**src/sv/rtch_pkg.sv**
```systemverilog
// Shared types, constants and fixed-point helpers for the closest-hit ray/triangle block.
package rtch_pkg;

  localparam int FB = 16;
  localparam int CW = 32;
  localparam int UW = FB + 2;
  localparam int DW = 31;
  localparam int EW = 16;
  localparam int NREG = 8;
  localparam int RIW = 3;

  localparam logic [RIW-1:0] REG_START_X = 3'd0;
  localparam logic [RIW-1:0] REG_START_Y = 3'd1;
  localparam logic [RIW-1:0] REG_START_Z = 3'd2;
  localparam logic [RIW-1:0] REG_DIR_X   = 3'd3;
  localparam logic [RIW-1:0] REG_DIR_Y   = 3'd4;
  localparam logic [RIW-1:0] REG_DIR_Z   = 3'd5;
  localparam logic [RIW-1:0] REG_LENGTH  = 3'd6;
  localparam logic [RIW-1:0] REG_EPSILON = 3'd7;

  localparam logic signed [63:0] SMAX = 64'sh7FFF_FFFF_FFFF_FFFF;
  localparam logic signed [63:0] SMIN = 64'sh8000_0000_0000_0000;

  // Accumulator operand selects.
  typedef enum logic [1:0] {
    ACC_CLR,
    ACC_ADD,
    ACC_SUB,
    ACC_HOLD
  } acc_op_t;

  typedef enum logic [5:0] {
    ST_IDLE,
    ST_PREP,
    ST_END,
    ST_DIFF,
    ST_SP,
    ST_EP,
    ST_SIDE,
    ST_PX,
    ST_PY,
    ST_PZ,
    ST_DET,
    ST_DETCHK,
    ST_UNUM,
    ST_UDIV,
    ST_UCHK,
    ST_QX,
    ST_QY,
    ST_QZ,
    ST_VNUM,
    ST_VDIV,
    ST_VCHK,
    ST_PTX,
    ST_PTY,
    ST_PTZ,
    ST_DEPTH,
    ST_UPDATE,
    ST_OUT
  } state_t;

  typedef struct packed {
    state_t      step;
    logic        load;
    logic        div_start;
    logic        update;
    logic        clear;
  } cmd_t;

  typedef struct packed {
    logic same_side;
    logic det_bad;
    logic u_bad;
    logic v_bad;
    logic div_busy;
  } status_t;

  function automatic logic signed [63:0] sadd(input logic signed [63:0] a,
                                             input logic signed [63:0] b);
    logic signed [64:0] s;
    s = 65'(a) + 65'(b);
    if (s > 65'(SMAX)) return SMAX;
    if (s < 65'(SMIN)) return SMIN;
    return s[63:0];
  endfunction

  function automatic logic signed [63:0] ssub(input logic signed [63:0] a,
                                             input logic signed [63:0] b);
    logic signed [64:0] s;
    s = 65'(a) - 65'(b);
    if (s > 65'(SMAX)) return SMAX;
    if (s < 65'(SMIN)) return SMIN;
    return s[63:0];
  endfunction

endpackage

```
**src/sv/rtch_ctrl.sv**
```systemverilog
// Controller: sequences the multiply and divide steps for one triangle and the result transfer.
module rtch_ctrl import rtch_pkg::*; (
  input  logic       clk,
  input  logic       rst,
  input  logic       in_fire,
  input  logic       out_fire,
  input  logic       cfg_clear,
  input  status_t    status,
  input  logic       mul_done,
  output logic       mul_start,
  output logic [1:0] term,
  output cmd_t       cmd,
  output logic       in_ready,
  output logic       out_valid
);

  state_t     state;
  state_t     state_next;
  logic [1:0] term_next;
  logic       issued;
  logic       issued_next;
  logic [1:0] nterms;
  logic       is_mul;
  logic       last;

  always_comb begin
    is_mul = 1'b0;
    nterms = 2'd3;
    case (state)
      ST_END, ST_SP, ST_EP, ST_DET, ST_UNUM, ST_VNUM, ST_PTX, ST_PTY, ST_PTZ, ST_DEPTH:
        is_mul = 1'b1;
      ST_PX, ST_PY, ST_PZ, ST_QX, ST_QY, ST_QZ: begin
        is_mul = 1'b1;
        nterms = 2'd2;
      end
      default: ;
    endcase
    last = mul_done && (term == nterms - 2'd1);
  end

  always_comb begin
    state_next = state;
    term_next = term;
    issued_next = issued;
    if (is_mul) begin
      if (!issued) issued_next = 1'b1;
      else if (mul_done) begin
        issued_next = 1'b0;
        term_next = last ? 2'd0 : term + 2'd1;
      end
    end
    case (state)
      ST_IDLE:   if (in_fire) state_next = ST_PREP;
      ST_PREP:   state_next = ST_END;
      ST_END:    if (last) state_next = ST_DIFF;
      ST_DIFF:   state_next = ST_SP;
      ST_SP:     if (last) state_next = ST_EP;
      ST_EP:     if (last) state_next = ST_SIDE;
      ST_SIDE:   state_next = ST_PX;
      ST_PX:     if (last) state_next = ST_PY;
      ST_PY:     if (last) state_next = ST_PZ;
      ST_PZ:     if (last) state_next = ST_DET;
      ST_DET:    if (last) state_next = ST_DETCHK;
      ST_DETCHK: state_next = ST_UNUM;
      ST_UNUM:   if (last) state_next = ST_UDIV;
      ST_UDIV:   if (!status.div_busy) state_next = ST_UCHK;
      ST_UCHK:   state_next = ST_QX;
      ST_QX:     if (last) state_next = ST_QY;
      ST_QY:     if (last) state_next = ST_QZ;
      ST_QZ:     if (last) state_next = ST_VNUM;
      ST_VNUM:   if (last) state_next = ST_VDIV;
      ST_VDIV:   if (!status.div_busy) state_next = ST_VCHK;
      ST_VCHK:   state_next = status.v_bad ? ST_OUT : ST_PTX;
      ST_PTX:    if (last) state_next = ST_PTY;
      ST_PTY:    if (last) state_next = ST_PTZ;
      ST_PTZ:    if (last) state_next = ST_DEPTH;
      ST_DEPTH:  if (last) state_next = ST_UPDATE;
      ST_UPDATE: state_next = ST_OUT;
      ST_OUT:    if (out_fire) state_next = ST_IDLE;
      default:   state_next = ST_IDLE;
    endcase
    if (state == ST_SIDE && status.same_side) state_next = ST_OUT;
    if (state == ST_DETCHK && status.det_bad) state_next = ST_OUT;
    if (state == ST_UCHK && status.u_bad) state_next = ST_OUT;
  end

  always_comb begin
    cmd.step = state;
    cmd.load = in_fire;
    cmd.div_start = (state == ST_UDIV || state == ST_VDIV) && !issued;
    cmd.update = (state == ST_UPDATE);
    cmd.clear = cfg_clear;
    mul_start = is_mul && !issued;
    in_ready = (state == ST_IDLE);
    out_valid = (state == ST_OUT);
  end

  always_ff @(posedge clk) begin
    if (rst) begin
      state <= ST_IDLE;
      term <= 2'd0;
      issued <= 1'b0;
    end else begin
      state <= state_next;
      term <= term_next;
      if (state == ST_UDIV || state == ST_VDIV) issued <= (state_next == state);
      else issued <= issued_next;
    end
  end

endmodule

```
**config.mk**
```make
export PLATFORM = sky130hd
export DESIGN_NAME = rtch_ctrl
export DESIGN_NICKNAME = d
export VERILOG_FILES = /design/src/sv/rtch_pkg.sv /design/src/sv/rtch_ctrl.sv
export SDC_FILE = /design/constraint.sdc
export NUM_CORES = 1
export LEC_CHECK = 0
export ABC_CLOCK_PERIOD_IN_PS = 4400
export BUFFER_PORTS_ARGS = -buffer_cell sky130_fd_sc_hd__buf_2
export CORE_ASPECT_RATIO = 1.75
export CORE_MARGIN = 5
export CORE_UTILIZATION = 23
export DETAILED_ROUTE_END_ITERATION = 10
export SYNTH_ARGS = -nofsm -noshare
export SYNTH_HDL_FRONTEND = slang
export SYNTH_SLANG_ARGS = --single-unit
```
**constraint.sdc**
```tcl
create_clock -name clk -period 4.4 [get_ports clk]
set_input_delay 0.66 -clock clk [delete_from_list [all_inputs] [get_ports clk]]
set_output_delay 0.66 -clock clk [all_outputs]
set_load 0.05 [all_outputs]
```
# Word level (Yosys, flattened, before mapping)
# Cells that the tools add are included.
op_classes:
  eq_ne: 28
  reduce_logical: 13
  n_mux: 32
  add_sub_neg: 2
ops:
  columns: ["op", "n"]
  rows:
  - ["$pmux W6 S27", 1]
  - ["$mux W6", 23]
  - ["$eq A6 B5 Y1 const B", 11]
  - ["$eq A6 B4 Y1 const B", 8]
  - ["$eq A6 B3 Y1 const B", 4]
  - ["$reduce_or A16 Y1", 1]
  - ["$eq A6 B2 Y1 const B", 2]
  - ["$eq A6 B1 Y1 const B", 1]
  - ["$eq A6 B6 Y1", 1]
  - ["$logic_and A1 B1 Y1", 6]
  - ["$logic_not A6 Y1", 1]
  - ["$mux W1", 6]
  - ["$reduce_or A6 Y1", 1]
  - ["$mux W4", 1]
  - ["$reduce_and A3 Y1", 1]
  - ["$add A2 B1 Y2 const B", 1]
  - ["$eq A2 B2 Y1", 1]
  - ["$mux W2", 1]
  - ["$reduce_bool A2 Y1", 1]
  - ["$sub A2 B1 Y2 const B", 1]
  - ["$logic_not A1 Y1", 1]
  - ["$logic_or A1 B1 Y1", 1]
word_totals:
  elab_cells: 78
  ff_bits: 9
  inputBits: 11

# Longest topological paths before layout
logic_depth:
  word_depth: 13
  mapped_depth: 8
  mapped_depth_nobuf: 5

# Least setup slack after synthesis
# OpenSTA, ideal clock, no wires.
synth_path:
  path_type: "register -> output"
  from: "reg state[3]"
  to: "out mul_start"
  setup_slack_ps: 1236
  stages_incl_launch_ff: 6
  t_arrival_ps: 2504
  path_cell_list: "dfxtp_1 > buf_2 > or3_1 > a21oi_2 > a311o_1 > nor3_1"
synth_via:
  elab_chain_len: 4
synth_rtl:
  columns: ["element", "line_no", "text"]
  rows:
  - ["start: declaration", "rtch_ctrl.sv:17", "state_t state;"]
  - ["start signal: assignment", "rtch_ctrl.sv:104", "state <= state_next;"]
  - ["$eq A6 B5 Y1, or another cell as far along", "rtch_ctrl.sv:29", "case (state)"]
  - ["$reduce_or A16 Y1 (no line) *", null, null]
  - ["$mux W1 *", "rtch_ctrl.sv:29", null]
  - ["$logic_and A1 B1 Y1 *", "rtch_ctrl.sv:93", "mul_start = is_mul && !issued;"]
  - ["end: declaration", "rtch_ctrl.sv:10", "output logic mul_start,"]
# Every way passes the cells marked *; elsewhere a longest branch is shown, timed or not.

# Worst setup path in the final report
# Ends and elaborated chain as after synthesis.

==> impl.org <==
** Worst setup path
- Traced cell by cell, the critical path runs through or3_1 -> a21oi_2 -> a311o_1 -> nor3_1 -> buf_2.
- The worst setup path is launched from a flop.
- For the worst flop-to-flop path, the logic depth is 5.
- Top delay family on crit path :: flip-flops
- The critical path runs through a total of 5 cells.
- Along the worst path, the maximum fanout reaches 26.
- Data arrival time of the worst path :: around 2300 ps
- Together, buffers and inverters on the worst path number 1.
- The worst register-to-register path has a setup slack of 1840 ps.
- Required time at the worst-slack endpoint :: about 3700 ps
- Worst r2r src :: state[1]
- Following the worst setup path forward leads to its endpoint at mul_start.
- STA classifies the critical path endpoint as an output port.
- Setup Crit Path Kind :: reg2out
- CP peak stage delay :: 870 ps
- The slowest stage of the critical path is the sky130_fd_sc_hd__dfxtp_1 cell.
- Reg-to-Reg End :: state[3]
- Tracing the worst setup path back leads to its startpoint at state[3].

** Clock network
- The number of gates resized after CTS was 0.
- Counting along the longest clock path gives a buffer depth of 2.
- CTS placed an instance of sky130_fd_sc_hd__clkbuf_8 at the clock tree root.
- Quantity of hold-fixing buffers added after cts :: 0
- TritonCTS built the clock tree.
- Clk Latency, worst-skew pair :: ~230 ps
- Once the clock tree was built, the setup fixing pass inserted 0 buffers.
- CTS built an H-tree with a depth of 1.
- CTS Buf Count :: 3
- Clock Pin Slew Worst Setup and Hold Paths :: 40 ps
- Clock tree synthesis found a total of 9 sinks.

** Flow run
- Total of max-cap violations :: 0

** Synthesis
- The share of the Yosys chip area taken by registers is between 10% and 20%.
- Averaged over all synthesized cells, the footprint is between 7 and 8 sq um.
- In the synthesized netlist the dominant register cell turns out to be sky130_fd_sc_hd__dfxtp_1.
- The number of nets handed over by synthesis was between 150 and 200.
- After synthesis, the share of flip-flops with an asynchronous set or reset is 0%.
- In this run the cell area of the synthesized design comes to approximately 1100 sq um.
- In the synthesized netlist, the number of instances is between 100 and 150.
- Yosys mapped a number of flops with a built-in enable equal to 0.
- Count of distinct cell types in the synthesized netlist :: 57
- Syn. warnings :: 0
- The synthesized design contains 9 register bits.

** Status
- The flow ran to the end, and the final reports show no timing, DRC or antenna violations.

** Die
- The die covers between 6000 and 7000 sq um.
- The total area inside the core boundary comes to about 4700 sq um.
- In this run the core area contains 33 standard-cell rows.
- The floorplan step set the die height to approximately 100 um.
- In this run the count of I/O pins placed on the die edge is 26.
- The die is about 62 um wide.
- Initial Util :: between 20% and 30%

** Power and ir drop
- For this design the ratio of total power to cell area is ~160 nW/um^2.
- Summed over all cells, the static leakage comes to between 0.4 and 0.5 nW.
- Worst vdd rail ir drop :: roughly 94 uV
- Summing internal, switching and leakage power gives 206 uW.

** Layout
- In the final layout, the share of cells above drive strength 1 is 22.0%.
- Once layout is complete, the utilization of the core stands at between 20% and 30%.
- Syn-to-layout area delta :: 13.7%
- After filler insertion, the fill cell instance count of the layout stands at between 500 and 600.
- The net count of the finished layout is 171.
- Diode insertion count for antenna repair :: 0

** Timing
- Final setup violation count :: 0
- Setup TNS :: 0 ps
- At the pin with the least slew margin, the transition time is 855 ps.
- Max-slew violation count :: 0
- Final worst setup slack :: roughly 1500 ps
- Setup repair after global routing missed its margin :: no
- Fmax :: around 340 MHz
- The final-report hold violation count was 0.
- After layout, the minimum clock period comes to 2920 ps.
- Clock skew after layout :: approximately 4.4 ps
- The worst path uses about two thirds of the clock period.
- The worst pin sits at a relative slew slack of around 43%.

** GRT
- Aggregate global-route resource usage :: 11.2%
- Global route overflow :: 0
- Entering global routing, the biggest net connects 31 pins.
- The first global-routing pass estimated about 5900 um of wire.
- The number of antenna violations at the first check in global routing is 0.
- The via count of the first global-routing pass came to 1,200.

** Detailed routing
- Total vias in the final route :: about 1,300
- The count of nets left with antenna violations once routing finished came out at 0.
- Detailed-route wire length :: 3580 um
- Per-cell via count in the routed design :: between 5 and 6
- Wire length per cell :: between 15 and 20 um
- For this run, the detailed router's first-pass iteration total came to 4.
- After the first detailed-routing iteration, the DRC count stood at between 40 and 50.
- In the routed design, unresolved DRC markers number 0.

** Placement
- After legalization and detailed placement, the total HPWL measured about 2700 um.
- During placement, the flow inserted port buffers numbering 23.
- OpenSTA, run right after detailed placement, puts the worst setup slack at 1760 ps.
- The congestion estimate from routability-driven global placement came to between 0.8 and 0.9.

** Hold path
- Min-delay src :: term[0]
- Type of the tightest min-delay check :: reg2reg
- Number of stages on the worst hold path :: 2
-- per-layer routing --
layer  track usage [%]  vias up  routed length, um
met5                 0        -                  0
met4              6.21        0                129
met3              2.00       12                165
met2              19.9       53               1810
met1              12.4      590               1480
li1                  -      608                  -
-- state kept, by name, indices dropped and copies added, names as in the netlist --
name    count
state       6
term        2
issued      1
-- worst min-delay path by stage --
stage               to
2_1_floorplan   issued
3_3_place_gp   term[0]
3_5_place_dp   term[0]
4_1_cts        term[0]
5_1_grt        term[0]
6_report       term[0]
-- cells in the mapped netlist (all sizes together), types with 2 or more instances --
master / instances / share of area [%]
nor2b: 5 / 2.8
o21a: 2 / 1.4
a311o: 2 / 1.8
o21ai: 5 / 2.3
inv: 3 / 1.0
a21oi: 7 / 3.5
nor3b: 2 / 1.4
o211a: 2 / 1.8
mux2: 3 / 3.1
o41ai: 2 / 1.6
o32ai: 2 / 2.3
nand2: 9 / 3.1
buf: 11 / 5.6
a311oi: 2 / 1.6
nand2b: 3 / 1.7
o31ai: 3 / 2.0
and2: 2 / 1.1
nor4bb: 4 / 3.6
or4: 2 / 1.4
a211oi: 3 / 2.0
nand4b: 3 / 2.4
nor4: 3 / 1.7
nand4: 6 / 3.4
nand3: 3 / 1.4
or2: 2 / 1.1
and3b: 2 / 1.6
clkbuf: 5 / 1.7
nor3: 3 / 1.4
mux2i: 2 / 1.8
dfxtp: 9 / 16
o211ai: 5 / 3.4
and3: 3 / 1.7
nor2: 8 / 2.7
-- cell families (layout without fill, tap and decap cells) --
kind of cell / after synthesis / after routing / share of synthesized area, %
flip-flops: 9 / 9 / 16.3
buffers and inverters: 19 / 31 / 8.36
other: 1 / 1 / 0.339
AO/OA/AOI/OAI: 48 / 48 / 34.1
AND/OR/NAND/NOR: 63 / 63 / 34.5
XOR/XNOR: 2 / 2 / 1.58
multiplexers: 5 / 5 / 4.86
-- power by group --
group	total (mW)	internal, mW	switching, mW
registers	0.0859	0.0824	0.00350
clock network	0.0978	0.0633	0.0344
logic	0.0225	0.00773	0.0148
total	0.206	0.153	0.0527
-- tightest hold or removal path, delay by kind of cell (launching register included) --
family / cells / cell delay [ps]
flops: 1 / 350
compound gates: 2 / 140
-- through the flow --
step                      hold WS, ps  std cells  cell area [sq um]
final                             535        211               1260
after CTS                         535        211               1260
after global placement            514        207               1210
after detailed placement          531        207               1210
after floorplan                   551        147               1110
after global routing              568        211               1260
-- area by class of cell --
type | instances | area, sq um | share of cell area, %
Tap cell | 52 | 65.1 | 5.17
Clock buffer | 4 | 45.0 | 3.58
Sequential cell | 9 | 180 | 14.3
Multi-Input combinational cell | 119 | 835 | 66.3
Inverter | 3 | 11.3 | 0.895
Timing Repair Buffer | 24 | 123 | 9.74
-- cell usage in the layout, fill, tap and decap left out, types with 3 or more instances in the layout --
| master | synthesis | routed |
|---|---|---|
| sky130_fd_sc_hd__o21ai_0 | 5 | 5 |
| sky130_fd_sc_hd__a211oi_1 | 3 | 3 |
| sky130_fd_sc_hd__nand4b_1 | 3 | 3 |
| sky130_fd_sc_hd__o31ai_1 | 3 | 3 |
| sky130_fd_sc_hd__nand2b_1 | 3 | 3 |
| sky130_fd_sc_hd__nor4bb_1 | 4 | 4 |
| sky130_fd_sc_hd__a21oi_1 | 6 | 6 |
| sky130_fd_sc_hd__clkbuf_8 | 0 | 3 |
| sky130_fd_sc_hd__nand4_1 | 6 | 6 |
| sky130_fd_sc_hd__nor4_1 | 3 | 3 |
| sky130_fd_sc_hd__nor3_1 | 3 | 3 |
| sky130_fd_sc_hd__nor2b_1 | 5 | 5 |
| sky130_fd_sc_hd__dfxtp_1 | 9 | 9 |
| sky130_fd_sc_hd__nor2_1 | 8 | 8 |
| sky130_fd_sc_hd__and3_1 | 3 | 3 |
| sky130_fd_sc_hd__buf_2 | 5 | 23 |
| sky130_fd_sc_hd__mux2_2 | 3 | 3 |
| sky130_fd_sc_hd__inv_1 | 3 | 3 |
| sky130_fd_sc_hd__o211ai_1 | 5 | 5 |
| sky130_fd_sc_hd__nand3_1 | 3 | 3 |
| sky130_fd_sc_hd__nand2_1 | 9 | 9 |
(Power assumes the default switching activity.)
